File: src/dcr_pkg.sv
package dcr_pkg;

    localparam int CHANNELS_PER_PANEL = 2560;
    localparam int PANEL_COUNT        = 6;
    localparam int CHAN_W             = 14;
    localparam int CHAN_LIMIT         = PANEL_COUNT * CHANNELS_PER_PANEL;
    localparam int LIMIT_W            = 16;
    // highest panel index a 14-bit channel number can reach
    localparam int MAX_PANEL          = ((1 << CHAN_W) - 1) / CHANNELS_PER_PANEL;

    localparam int PLANE_U_WIRES  = 800;
    localparam int PLANE_V_WIRES  = 800;
    localparam int PLANE_Z_WIRES  = 480;
    localparam int BOARD_UV_WIRES = 40;
    localparam int BOARD_Z_WIRES  = 48;
    localparam int BOARDS_PER_PANEL = 20;

    typedef logic [1:0] t_plane;
    localparam t_plane PLANE_U  = 2'd0;
    localparam t_plane PLANE_V  = 2'd1;
    localparam t_plane PLANE_Z0 = 2'd2;
    localparam t_plane PLANE_Z1 = 2'd3;

    typedef logic [6:0] t_rom_word;

    // u wires at 0..39, v wires at 40..79, z wires at 80..127
    localparam t_rom_word WIRE_ROM [128] = '{
        7'd20, 7'd59, 7'd19, 7'd60, 7'd18, 7'd61, 7'd17, 7'd62, 7'd16, 7'd63,
        7'd4,  7'd43, 7'd3,  7'd44, 7'd2,  7'd45, 7'd1,  7'd46, 7'd0,  7'd47,
        7'd68, 7'd107, 7'd67, 7'd108, 7'd66, 7'd109, 7'd65, 7'd110, 7'd64, 7'd111,
        7'd84, 7'd123, 7'd83, 7'd124, 7'd82, 7'd125, 7'd81, 7'd126, 7'd80, 7'd127,
        7'd25, 7'd54, 7'd24, 7'd55, 7'd23, 7'd56, 7'd22, 7'd57, 7'd21, 7'd58,
        7'd9,  7'd38, 7'd8,  7'd39, 7'd7,  7'd40, 7'd6,  7'd41, 7'd5,  7'd42,
        7'd73, 7'd102, 7'd72, 7'd103, 7'd71, 7'd104, 7'd70, 7'd105, 7'd69, 7'd106,
        7'd89, 7'd118, 7'd88, 7'd119, 7'd87, 7'd120, 7'd86, 7'd121, 7'd85, 7'd122,
        7'd31, 7'd48, 7'd30, 7'd49, 7'd29, 7'd50, 7'd28, 7'd51, 7'd27, 7'd52,
        7'd26, 7'd53,
        7'd15, 7'd32, 7'd14, 7'd33, 7'd13, 7'd34, 7'd12, 7'd35, 7'd11, 7'd36,
        7'd10, 7'd37,
        7'd79, 7'd96, 7'd78, 7'd97, 7'd77, 7'd98, 7'd76, 7'd99, 7'd75, 7'd100,
        7'd74, 7'd101,
        7'd95, 7'd112, 7'd94, 7'd113, 7'd93, 7'd114, 7'd92, 7'd115, 7'd91, 7'd116,
        7'd90, 7'd117
    };

endpackage

File: src/detector_channel_remap.sv
// Offline-to-online detector channel remap.
//
// Command channel: drive i_offline_channel and raise start; the word is taken
// at every rising edge where start is high and busy is low. busy is always
// low, so a new word can be issued every cycle.
// Result channel: o_done is high for exactly one cycle per accepted word, with
// o_online_channel and o_valid_res beside it. The receiver cannot stall; the
// result must be taken in that cycle.
// Throughput is one word per cycle; each stage is registered, and the last drives o_done.
// The four pipeline stages are: panel split, plane split, board/wire split
// by constant reciprocal multiply, and board remap plus wire ROM lookup.
// An out-of-range channel gives o_valid_res = 0 and o_online_channel = 0.
// Reset (synchronous, active low) clears the stage valid bits, so nothing in
// flight at reset comes out afterwards; payload registers are not reset.
module detector_channel_remap
    import dcr_pkg::*;
(
    input  logic              i_clk,
    input  logic              i_rst_n,
    input  logic              start,
    input  logic [CHAN_W-1:0] i_offline_channel,
    output logic              busy,
    output logic              o_done,
    output logic [CHAN_W-1:0] o_online_channel,
    output logic              o_valid_res
);

    assign busy = 1'b0;

    // ---------------- stage 1: panel and panel offset
    logic        r_s1_vld, r_s1_ok;
    logic [2:0]  r_s1_panel;
    logic [11:0] r_s1_off;
    logic [2:0]  n_s1_panel;
    logic [11:0] n_s1_off;
    logic        n_s1_ok;

    always_comb begin
        n_s1_panel = '0;
        for (int k = 1; k <= MAX_PANEL; k++) begin
            if (i_offline_channel >= CHAN_W'(k * CHANNELS_PER_PANEL)) begin
                n_s1_panel = n_s1_panel + 3'd1;
            end
        end
        n_s1_off = 12'(i_offline_channel - CHAN_W'({n_s1_panel, 11'd0})
                       - CHAN_W'({n_s1_panel, 9'd0}));
        n_s1_ok  = LIMIT_W'(i_offline_channel) < LIMIT_W'(CHAN_LIMIT);
    end

    always_ff @(posedge i_clk) begin
        if (!i_rst_n) begin
            r_s1_vld <= 1'b0;
        end else begin
            r_s1_vld <= start && !busy;
        end
        r_s1_ok    <= n_s1_ok;
        r_s1_panel <= n_s1_panel;
        r_s1_off   <= n_s1_off;
    end

    // ---------------- stage 2: plane split
    logic        r_s2_vld, r_s2_ok;
    logic [2:0]  r_s2_panel;
    t_plane      r_s2_plane;
    logic [9:0]  r_s2_off;
    t_plane      n_s2_plane;
    logic [9:0]  n_s2_off;

    always_comb begin
        if (r_s1_off < 12'(PLANE_U_WIRES)) begin
            n_s2_plane = PLANE_U;
            n_s2_off   = 10'(r_s1_off);
        end else if (r_s1_off < 12'(PLANE_U_WIRES + PLANE_V_WIRES)) begin
            n_s2_plane = PLANE_V;
            n_s2_off   = 10'(r_s1_off - 12'(PLANE_U_WIRES));
        end else if (r_s1_off < 12'(PLANE_U_WIRES + PLANE_V_WIRES + PLANE_Z_WIRES)) begin
            n_s2_plane = PLANE_Z0;
            n_s2_off   = 10'(r_s1_off - 12'(PLANE_U_WIRES + PLANE_V_WIRES));
        end else begin
            n_s2_plane = PLANE_Z1;
            n_s2_off   = 10'(r_s1_off
                             - 12'(PLANE_U_WIRES + PLANE_V_WIRES + PLANE_Z_WIRES));
        end
    end

    always_ff @(posedge i_clk) begin
        if (!i_rst_n) begin
            r_s2_vld <= 1'b0;
        end else begin
            r_s2_vld <= r_s1_vld;
        end
        r_s2_ok    <= r_s1_ok;
        r_s2_panel <= r_s1_panel;
        r_s2_plane <= n_s2_plane;
        r_s2_off   <= n_s2_off;
    end

    // ---------------- stage 3: board and wire inside plane
    logic        r_s3_vld, r_s3_ok;
    logic [2:0]  r_s3_panel;
    t_plane      r_s3_plane;
    logic [4:0]  r_s3_board;
    logic [5:0]  r_s3_wire;
    logic [14:0] n_prod40;
    logic [12:0] n_prod48;
    logic [4:0]  n_s3_board;
    logic [5:0]  n_s3_wire;

    always_comb begin
        // off/40 = (off>>3)/5 ~ *205>>10 ; off/48 = (off>>4)/3 ~ *171>>9 (exact here)
        n_prod40 = 15'(r_s2_off[9:3]) * 15'd205;
        n_prod48 = 13'(r_s2_off[9:4]) * 13'd171;
        if (r_s2_plane == PLANE_U || r_s2_plane == PLANE_V) begin
            n_s3_board = n_prod40[14:10];
            n_s3_wire  = 6'(r_s2_off - 10'({n_s3_board, 5'd0}) - 10'({n_s3_board, 3'd0}));
        end else begin
            n_s3_board = 5'(n_prod48[12:9]);
            n_s3_wire  = 6'(r_s2_off - 10'({n_s3_board, 5'd0}) - 10'({n_s3_board, 4'd0}));
        end
    end

    always_ff @(posedge i_clk) begin
        if (!i_rst_n) begin
            r_s3_vld <= 1'b0;
        end else begin
            r_s3_vld <= r_s2_vld;
        end
        r_s3_ok    <= r_s2_ok;
        r_s3_panel <= r_s2_panel;
        r_s3_plane <= r_s2_plane;
        r_s3_board <= n_s3_board;
        r_s3_wire  <= n_s3_wire;
    end

    // ---------------- stage 4: board remap, wire flip, ROM, output
    logic        r_done, r_valid_res;
    logic [CHAN_W-1:0] r_online;
    logic        n_left;
    logic [4:0]  n_half;
    logic [4:0]  n_flip;
    logic [4:0]  n_board;
    logic [5:0]  n_wire;
    logic [6:0]  n_rom_idx;
    logic [7:0]  n_gboard;

    always_comb begin
        n_left = r_s3_panel[0];
        // (b + 10) % 20 for b < 20
        n_half = (r_s3_board < 5'd10) ? r_s3_board + 5'd10 : r_s3_board - 5'd10;
        n_flip = 5'd19 - r_s3_board;
        case (r_s3_plane)
            PLANE_U: begin
                n_board   = n_left ? r_s3_board : n_half;
                n_wire    = 6'(BOARD_UV_WIRES - 1) - r_s3_wire;
                n_rom_idx = 7'(n_wire);
            end
            PLANE_V: begin
                n_board   = n_left ? ((n_flip < 5'd10) ? n_flip + 5'd10 : n_flip - 5'd10)
                                   : n_flip;
                n_wire    = r_s3_wire;
                n_rom_idx = 7'(n_wire) + 7'(2 * BOARD_UV_WIRES / 2);
            end
            PLANE_Z0: begin
                n_board   = n_left ? 5'd9 - r_s3_board : n_flip;
                n_wire    = r_s3_wire;
                n_rom_idx = 7'(n_wire) + 7'(2 * BOARD_UV_WIRES);
            end
            default: begin
                n_board   = n_left ? r_s3_board + 5'd10 : r_s3_board;
                n_wire    = 6'(BOARD_Z_WIRES - 1) - r_s3_wire;
                n_rom_idx = 7'(n_wire) + 7'(2 * BOARD_UV_WIRES);
            end
        endcase
        // 20 * panel + board
        n_gboard = 8'({r_s3_panel, 4'd0}) + 8'({r_s3_panel, 2'd0}) + 8'(n_board);
    end

    always_ff @(posedge i_clk) begin
        if (!i_rst_n) begin
            r_done <= 1'b0;
        end else begin
            r_done <= r_s3_vld;
        end
        r_valid_res <= r_s3_ok;
        r_online    <= r_s3_ok ? {n_gboard[6:0], WIRE_ROM[n_rom_idx]} : '0;
    end

    assign o_done           = r_done;
    assign o_valid_res      = r_valid_res;
    assign o_online_channel = r_online;

    // ---------------- checks
    a_latency: assert property (@(posedge i_clk) disable iff (!i_rst_n)
        (start && !busy) |-> ##4 o_done)
        else $error("accepted word did not come out after 4 cycles");

    a_no_spurious: assert property (@(posedge i_clk) disable iff (!i_rst_n)
        o_done |-> $past(start, 4))
        else $error("result without a matching command");

    a_bad_zero: assert property (@(posedge i_clk) disable iff (!i_rst_n)
        (o_done && !o_valid_res) |-> (o_online_channel == '0))
        else $error("out-of-range word gave nonzero channel");

    a_plane_off: assert property (@(posedge i_clk) disable iff (!i_rst_n)
        r_s2_vld |-> (r_s2_off < 10'(PLANE_U_WIRES)))
        else $error("plane offset out of range");

    a_board_range: assert property (@(posedge i_clk) disable iff (!i_rst_n)
        r_s3_vld |-> (r_s3_board < 5'(BOARDS_PER_PANEL)) && (r_s3_wire < 6'(BOARD_Z_WIRES)))
        else $error("board or wire split out of range");

endmodule
File: config.mk
export PLATFORM = sky130hd
export DESIGN_NAME = detector_channel_remap
export DESIGN_NICKNAME = d
export VERILOG_FILES = /design/src/dcr_pkg.sv /design/src/detector_channel_remap.sv
export SDC_FILE = /design/constraint.sdc
export NUM_CORES = 1
export LEC_CHECK = 0
export ABC_AREA = 1
export BUFFER_PORTS_ARGS = -buffer_cell sky130_fd_sc_hd__buf_4
export CORE_UTILIZATION = 45
export CTS_CLUSTER_DIAMETER = 200
export CTS_CLUSTER_SIZE = 30
export DETAILED_ROUTE_END_ITERATION = 7
export GPL_TIMING_DRIVEN = 0
export SYNTH_ARGS = -nofsm -noshare
export SYNTH_HDL_FRONTEND = slang
export SYNTH_SLANG_ARGS = --single-unit
File: constraint.sdc
create_clock -name i_clk -period 8.72 [get_ports i_clk]
set_clock_uncertainty 0.2 [all_clocks]
set_input_delay 1.308 -clock i_clk [delete_from_list [all_inputs] [get_ports i_clk]]
set_output_delay 1.308 -clock i_clk [all_outputs]
set_load 0.05 [all_outputs]
; After elaboration in Yosys (flattened, before gate mapping)
; Memories as Yosys holds them, arrays and structs flattened. A register that Yosys moved wholly into a read port is not among the register bits.
; Cells that the tools add are included.
[word_totals]
register_bits = 68
rom_bits = 896
n_memories = 1
[mem_list]
columns = memory, depth, width, read_ports, rd_clocked_by_memory_dff, wr, line_no
row1 = (name not given), 128, 7, 1, 1, 0, detector_channel_remap.sv:185  ; r_online <= r_s3_ok ? {n_gboard[6:0], WIRE_ROM[n_rom_idx]} : '0;
[op_classes]
n_addsub = 27
n_mul = 2
magnitude_cmp = 13
n_eq_ne = 3
muxes = 23
bitwise = 1
reduce_logical = 5
[op_table]
columns = operator, count
row1 = $ge 14x14->1 const B, 3
row2 = $mux 10, 3
row3 = $mux 5, 6
row4 = $ge 14x13->1 const B, 2
row5 = $sub 12x12->12, 2
row6 = $sub 6x6->6, 4
row7 = $pmux 7 s3, 1
row8 = $sub 10x10->10 const B, 2
row9 = $add 3x1->3 const B, 5
row10 = $mul 7x8->15 const B, 1
row11 = $mux 3, 5
row12 = $pmux 5 s3, 1
row13 = $add 6x7->7 const B, 2
row14 = $add 7x5->7, 2
row15 = $ge 14x12->1 const B, 1
row16 = $lt 14x14->1 const B, 1
row17 = $mux 7, 2
row18 = $mul 6x8->13 const B, 1
row19 = $lt 12x10->1 const B, 1
row20 = $lt 12x11->1 const B, 1
row21 = $lt 12x12->1 const B, 1
row22 = $sub 6x6->6 const A, 2
row23 = $add 5x4->5 const B, 2
row24 = $lt 5x4->1 const B, 2
row25 = 16 further kinds, 21

; Depth between registers and ports, before layout
; Gate-level depths: netlist (run 1).
[logic_depth]
word_depth = 14
mapped_depth = 26
mapped_depth_nobuf = 26

; Worst setup path before layout (run 1)
; OpenSTA, ideal clock, no wires.
[synth_path]
path_type = input port to flip-flop
startpoint = input port i_offline_channel[13]
endpoint = register r_s1_off[11]
t_arrival_ps = 4255
t_required_ps = 8407
slack_ps = 4151
stages = 25
path_cell_list = inv_1 > a21oi_1 > inv_1 > ha_1 > inv_1 > nand2_1 > nand2_2 > ha_1 > nand2_1 > o21ai_0 > nand2_1 > nand2_1 > ha_1 > nor2_1 > a21oi_1 > ha_1 > inv_1 > ha_1 > nor2_1 > xor2_1 > inv_1 > nand2_1 > nand2_1 > nand2_1 > nand2_1
[synth_via]
word_cells_on_any_way = 19
classes_between = add/sub: 7 / order compare: 6 / mux: 6
[synth_rtl]
columns = item, line_no
row1 = start: declaration, detector_channel_remap.sv:21  ; input logic [CHAN_W-1:0] i_offline_channel,
row2 = $ge 14x12->1, detector_channel_remap.sv:41  ; if (i_offline_channel >= CHAN_W'(k * CHANNELS_PER_PANEL)) begin
row3 = $mux 1, detector_channel_remap.sv:41
row4 = $add 3x1->3, detector_channel_remap.sv:42  ; n_s1_panel = n_s1_panel + 3'd1;
row5 = $mux 3, detector_channel_remap.sv:41
row6 = $add 3x1->3, detector_channel_remap.sv:42
row7 = $mux 3, detector_channel_remap.sv:41
row8 = $add 3x1->3, detector_channel_remap.sv:42
row9 = $mux 3, detector_channel_remap.sv:41
row10 = $add 3x1->3, detector_channel_remap.sv:42
row11 = $mux 3, detector_channel_remap.sv:41
row12 = $add 3x1->3, detector_channel_remap.sv:42
row13 = $mux 3 (*), detector_channel_remap.sv:41
row14 = net n_s1_panel[1], detector_channel_remap.sv:34  ; logic [2:0] n_s1_panel;
row15 = $sub 12x12->12 (*), detector_channel_remap.sv:46  ; - CHAN_W'({n_s1_panel, 9'd0}));
row16 = net n_s1_off[11], detector_channel_remap.sv:35  ; logic [11:0] n_s1_off;
row17 = end signal: assignment, detector_channel_remap.sv:58  ; r_s1_off <= n_s1_off;
row18 = end: declaration, detector_channel_remap.sv:33  ; logic [11:0] r_s1_off;
; The timed path passes the listed nets; every way through them passes the cells marked *.
; A chain may end at the register's enable or synchronous reset.

; Worst setup path in the final report (run 1)
[layout_path]
startpoint = register r_s2_off[8]
endpoint = register r_s3_wire[5]
[layout_via]
elab_chain_len = 4
word_cells_on_any_way = 7
classes_between = add/sub: 4 / mul: 2 / mux: 1
[layout_rtl]
columns = item, line_no
row1 = start: declaration, detector_channel_remap.sv:65  ; logic [9:0] r_s2_off;
row2 = start signal: assignment, detector_channel_remap.sv:95  ; r_s2_off <= n_s2_off;
row3 = $mul 6x8->13 / $mul 7x8->15 (equally long branches), "detector_channel_remap.sv:112, detector_channel_remap.sv:111"
row4 = $sub 6x6->6 (on tied branches) (2 in series), "detector_channel_remap.sv:118, detector_channel_remap.sv:115"
row5 = $mux 6 (*), detector_channel_remap.sv:113  ; if (r_s2_plane == PLANE_U || r_s2_plane == PLANE_V) begin
row6 = net n_s3_wire[5], detector_channel_remap.sv:107  ; logic [5:0] n_s3_wire;
row7 = end signal: assignment, detector_channel_remap.sv:132  ; r_s3_wire <= n_s3_wire;
row8 = end: declaration, detector_channel_remap.sv:103  ; logic [5:0] r_s3_wire;
; Marks and branches as above.

==> results.cfg, run 1 <==
[run_status]
outcome = completed

[synth]
ys_ff_latch = 68
ys_warn_count = 0
synthFlopType = dfxtp_1
yosysUniqueCellTypes = 48
synth_area_per_cell_um2 = 7.25
syn_nets = 916
async_flop_share = 0
yosys.area.top_type = dfxtp_1
synth-edff-count = 0
synth-seq-area-share = 0.237
synth_area_leaders = dfxtp_1 (24%), ha_1 (20%), nand2_1 (13%)
netlist_instances = 792
syn-cell-area_mm2 = 0.00574
yosysTopAreaCellShare = 0.237

[grt]
grt_start_max_net_pins = 12
grt_pass1_vias = 4805
grt_pass1_wl_mm = 21.1
antenna_found_initial = 0
grtUsageTotal = 0.199
gr-total-overflow = 0

[clocking]
cts_buffer_depth = 2
cts-root-buf = clkbuf_16
cts-buffers-inserted = 9
postCtsResizedCells = 0
ctsHtreeMaxLevel = 3
cts_hold_buf = 0
clk_latency_ns = 0.33
post_cts.repair.setup_buffers = 0
clkSinkCount = 68
cts_tree = done
cts.clk_slew.worst_paths_ns = 0.05

[finish]
drive_gt1_frac = 0.104
diodes = 0
layout_common_cells = nand2_1 (201), inv_1 (118), ha_1 (90), nand3_1 (72), dfxtp_1 (68)
fin_area_mm2 = 0.00644
final_core_util = 0.528
fin_nets = 954
fillers = 1216
final_common_cell = nand2_1
area_delta_synth_final_pct = 12.2

[die]
core_area_mm2 = 0.0122
initial_core_util = 0.470
io_pins = 34
die_x_um = 115
fp-row-count = 40
fp.dieH_um = 115
die_area_mm2 = 0.0132

[detailed_routing]
firstDrtPassIters = 5
num_vias = 4932
wl_mm = 12.1
drt-wirelength-per-cell_um = 12.1
viasPerCell = 4.92
ant_nets = 0
drc = 0
drt_iter0_markers = 248

[worst_setup_path]
cp_max_fo = 7
crit_required_ns = 8.74
rrSetupSlack_ns = 4.04
r2r_end = r_s3_wire[5]
critPathTopFamily = adder cells
arrival_ns = 4.70
crit_chain = inv_1 -> ha_1 -> fa_1 -> inv_1 -> fa_1 -> ha_1 -> ha_1 -> nand2_1 -> nor2_1 -> a211oi_1 -> nand2_1 -> or2_2 -> nand2_1 -> inv_1 -> ha_1 -> ha_1 -> inv_1 -> nand3_1 -> nand2_1 -> nand3_1 -> nand3_1 -> nand2_1
endpoint_kind = flip-flop
rr_worst_depth = 22
worst_setup_path_start_kind = flip-flop
r2r-start = r_s2_off[8]
crit_path_top_delay_cell = dfxtp_1
crit_cells = 22
cpPeakStageDelay_ns = 0.51
critPathBufInv = 4
criticalPathCategory = flip-flop to flip-flop
critPathLaunch = r_s2_off[8]
crit_path_end = r_s3_wire[5]

[hold_path]
whs_path_depth = 0
hold_start = r_s1_ok
hold_path.class = flip-flop to flip-flop

[timing]
tightest_slew_ns = 0.672
rsz0062_at_grt = no
period_share = 0.536
holdWs_ns = 0.122
fmax_ghz = 0.214
min_period_ns = 4.68
slew_headroom = 0.550
fin_setup_tns_ns = 0
setup_violations = 0
finalMaxSlewViolations = 0
hold_viol = 0

[placed_design]
hpwlAfterDp_mm = 9.77
place_congestion = 0.868
place_area_mm2 = 0.00616
io_buffer_count = 27

[job]
cap_violations = 0
-- metal layers --
| metal | vias up | GRT usage | part of all wire |
|---|---|---|---|
| met5 | - | 0 | 0 |
| met1 | 2223 | 0.257 | 0.49 |
| met2 | 90 | 0.345 | 0.47 |
| met4 | 0 | 0.0545 | 0.012 |
| met3 | 13 | 0.0290 | 0.029 |
| li1 | 2606 | - | - |
-- worst reg2reg max path, cell delays in order, from the launching register on --
cell,delay [ns]
dfxtp_1,0.51
inv_1,0.14
ha_1,0.39
fa_1,0.43
inv_1,0.09
fa_1,0.43
ha_1,0.31
ha_1,0.33
nand2_1,0.10
nor2_1,0.05
a211oi_1,0.17
nand2_1,0.10
or2_2,0.28
nand2_1,0.08
inv_1,0.05
ha_1,0.28
ha_1,0.22
inv_1,0.05
nand3_1,0.07
nand2_1,0.09
nand3_1,0.07
nand3_1,0.08
nand2_1,0.05
-- through the flow --
step | worst slack [ns] | instances
floorplan | 4.15 | 792
finish | 4.04 | 1003
CTS | 3.99 | 1003
global route | 3.56 | 1003
detailed placement | 3.66 | 987
global placement | 3.75 | 987
-- Yosys cell counts, types with 6 or more instances --
cell,instances
nand2_2,15
inv_1,118
clkbuf_1,6
fa_1,17
nor2_1,50
ha_1,90
xor2_1,10
xnor2_1,10
a21oi_1,28
nand2_1,201
o211ai_1,9
o21ai_0,32
dfxtp_1,68
nand3_1,72
-- sequential cells by signal, summed over array words and instances (netlist names), 3 cells and up --
register          cells
r_s3_board            5
r_s1_off             12
r_s2_off             10
r_s3_wire             6
r_s3_panel            3
o_online_channel     14
r_s2_panel            3
r_s1_panel            3
-- layout make-up --
| type | instances | area (um2) | area share |
|---|---|---|---|
| multi-input cells | 585 | 3810 | 0.592 |
| clock buffers | 11 | 233 | 0.0361 |
| plain buffers | 13 | 87.6 | 0.0136 |
| clock inverters | 5 | 52.6 | 0.00816 |
| well taps | 168 | 210 | 0.0326 |
| inverters | 126 | 480 | 0.0746 |
| flip-flops and latches | 68 | 1360 | 0.211 |
| repair buffers | 27 | 203 | 0.0315 |
-- kinds of logic after synthesis --
| group | Yosys count | share of synthesized area |
|---|---|---|
| AO/OA/AOI/OAI | 92 | 0.0945 |
| flip-flops | 68 | 0.237 |
| adder cells (fa/ha/maj) | 107 | 0.255 |
| XOR/XNOR | 21 | 0.0353 |
| other | 1 | 0.000653 |
| AND/OR/NAND/NOR | 363 | 0.277 |
| multiplexers | 1 | 0.00174 |
| buffers and inverters | 139 | 0.0989 |
-- worst min-delay path by stage --
stage                          to
floorplan             r_s2_off[0]
global placement          r_s3_ok
detailed placement  r_s3_panel[0]
CTS                       r_s2_ok
global route        r_s3_panel[1]
finish                    r_s2_ok
Power of run 1 is not shown: default switching activity piles up to over one toggle a cycle in this logic, so the estimate is an artifact.
==> inputs of run 2 (changes only) <==
==> constraint.sdc (replaced) <==
create_clock -name i_clk -period 4.6 [get_ports i_clk]
set_clock_uncertainty 0.2 [all_clocks]
set_input_delay 0.69 -clock i_clk [delete_from_list [all_inputs] [get_ports i_clk]]
set_output_delay 0.69 -clock i_clk [all_outputs]
set_load 0.05 [all_outputs]
==> results.cfg, run 2 (same netlist as run 1, synthesis figures left out) <==
[die]
core_area_mm2 = 0.0122
fp.dieH_um = 115
fp-row-count = 40
die_area_mm2 = 0.0132
initial_core_util = 0.470
die_x_um = 115
io_pins = 34

[timing]
rsz0062_at_grt = no
holdWs_ns = 0.122
fmax_ghz = 0.231
tightest_slew_ns = 0.662
slew_headroom = 0.557
setup_violations = 0
min_period_ns = 4.33
finalMaxSlewViolations = 0
hold_viol = 0
period_share = 0.941
fin_setup_tns_ns = 0

[grt]
grt_pass1_vias = 4805
grtUsageTotal = 0.199
grt_pass1_wl_mm = 21.1
gr-total-overflow = 0
antenna_found_initial = 0
grt_start_max_net_pins = 12

[worst_setup_path]
crit_chain = ha_4 -> ha_1 -> fa_1 -> inv_1 -> fa_1 -> inv_1 -> ha_1 -> nand2_1 -> nor2_1 -> o21ai_1 -> nand2_1 -> or2_2 -> nand2_1 -> inv_1 -> ha_1 -> ha_1 -> inv_1 -> nand3_1 -> nand2_1 -> nand3_1 -> nand3_1 -> nand2_1
r2r_end = r_s3_wire[5]
critPathLaunch = r_s2_off[7]
crit_required_ns = 4.62
r2r-start = r_s2_off[7]
endpoint_kind = flip-flop
rrSetupSlack_ns = 0.27
arrival_ns = 4.35
cp_max_fo = 5
crit_path_top_delay_cell = fa_1
critPathMostFrequentCell = nand2_1
cpPeakStageDelay_ns = 0.52
rr_worst_depth = 22
worst_setup_path_start_kind = flip-flop
criticalPathCategory = flip-flop to flip-flop

[finish]
largest_reg_flops = 14
fin_area_mm2 = 0.00653
final_common_cell = nand2_1
layout_common_cells = nand2_1 (201), inv_1 (117), ha_1 (85), nand3_1 (72), dfxtp_1 (63)
drive_gt1_frac = 0.121
diodes = 0
area_delta_synth_final_pct = 13.7
fin_nets = 956

[placed_design]
place_area_mm2 = 0.00616
hpwlAfterDp_mm = 9.77
io_buffer_count = 27
place_congestion = 0.868

[run_status]
outcome = completed

[clocking]
cts_buffer_depth = 2
cts_hold_buf = 0
cts-root-buf = clkbuf_16
cts_tree = done
ctsHtreeMaxLevel = 3
cts-buffers-inserted = 9
clk_latency_ns = 0.32
clkSinkCount = 68
cts.clk_slew.worst_paths_ns = 0.05

[detailed_routing]
viasPerCell = 4.90
num_vias = 4921
ant_nets = 0
drc = 0
drt-wirelength-per-cell_um = 12.1
drt_iter0_markers = 237
firstDrtPassIters = 5
wl_mm = 12.2

[hold_path]
hold_path.class = flip-flop to flip-flop
hold_start = r_s1_ok
min_to = r_s2_ok
whs_path_depth = 0

[job]
cap_violations = 0
-- run 2: timing repair --
action                     4_1_cts  5_1_grt
cloned                           0        0
resized for setup                2       17
setup buffers                    0        2
setup endpoints to repair        1        1
-- run 2: area by class of cell --
type	count	area, um2
Tap cell	168	210
Fill cell	1201	5680
Inverter	126	480
Sequential cell	68	1380
Timing Repair Buffer	29	218
Multi-Input combinational cell	585	3870
Clock inverter	5	52.6
Clock buffer	11	233
Buffer	13	87.6
-- run 2: worst max-delay path: cells and delay by family (launching register included) --
kind / cells / cell delay (ns)
flip-flops: 1 / 0.38
buffers and inverters: 4 / 0.19
AND/OR/NAND/NOR: 10 / 0.94
adder cells (fa/ha/maj): 7 / 2.38
AO/OA/AOI/OAI: 1 / 0.13
-- run 2: layer usage --
metal / track usage / vias up / wire length, um
li1: - / 2610 / -
met1: 0.257 / 2215 / 5980
met2: 0.345 / 81 / 5760
met3: 0.0290 / 15 / 300
met4: 0.0545 / 0 / 148
met5: 0 / - / 0
-- run 2: how the worst max path moves through the flow --
stage | to | cells after the start
2_1_floorplan | r_s3_wire[5] | 22
4_1_cts | r_s3_wire[5] | 22
5_1_grt | r_s3_wire[5] | 22
6_report | r_s3_wire[5] | 22
3_5_place_dp | r_s3_wire[5] | 22
3_3_place_gp | r_s3_wire[5] | 22
-- run 2: per-stage QoR --
stage,worst slack [ns],cells,util
floorplan,0.334,792,-
global placement,0.0118,987,0.504
detailed placement,-0.0683,987,0.504
CTS,0.0236,1003,0.528
global route,0.00166,1005,0.535
finish,0.269,1005,0.535
Power of run 2 is left out for the same reason.
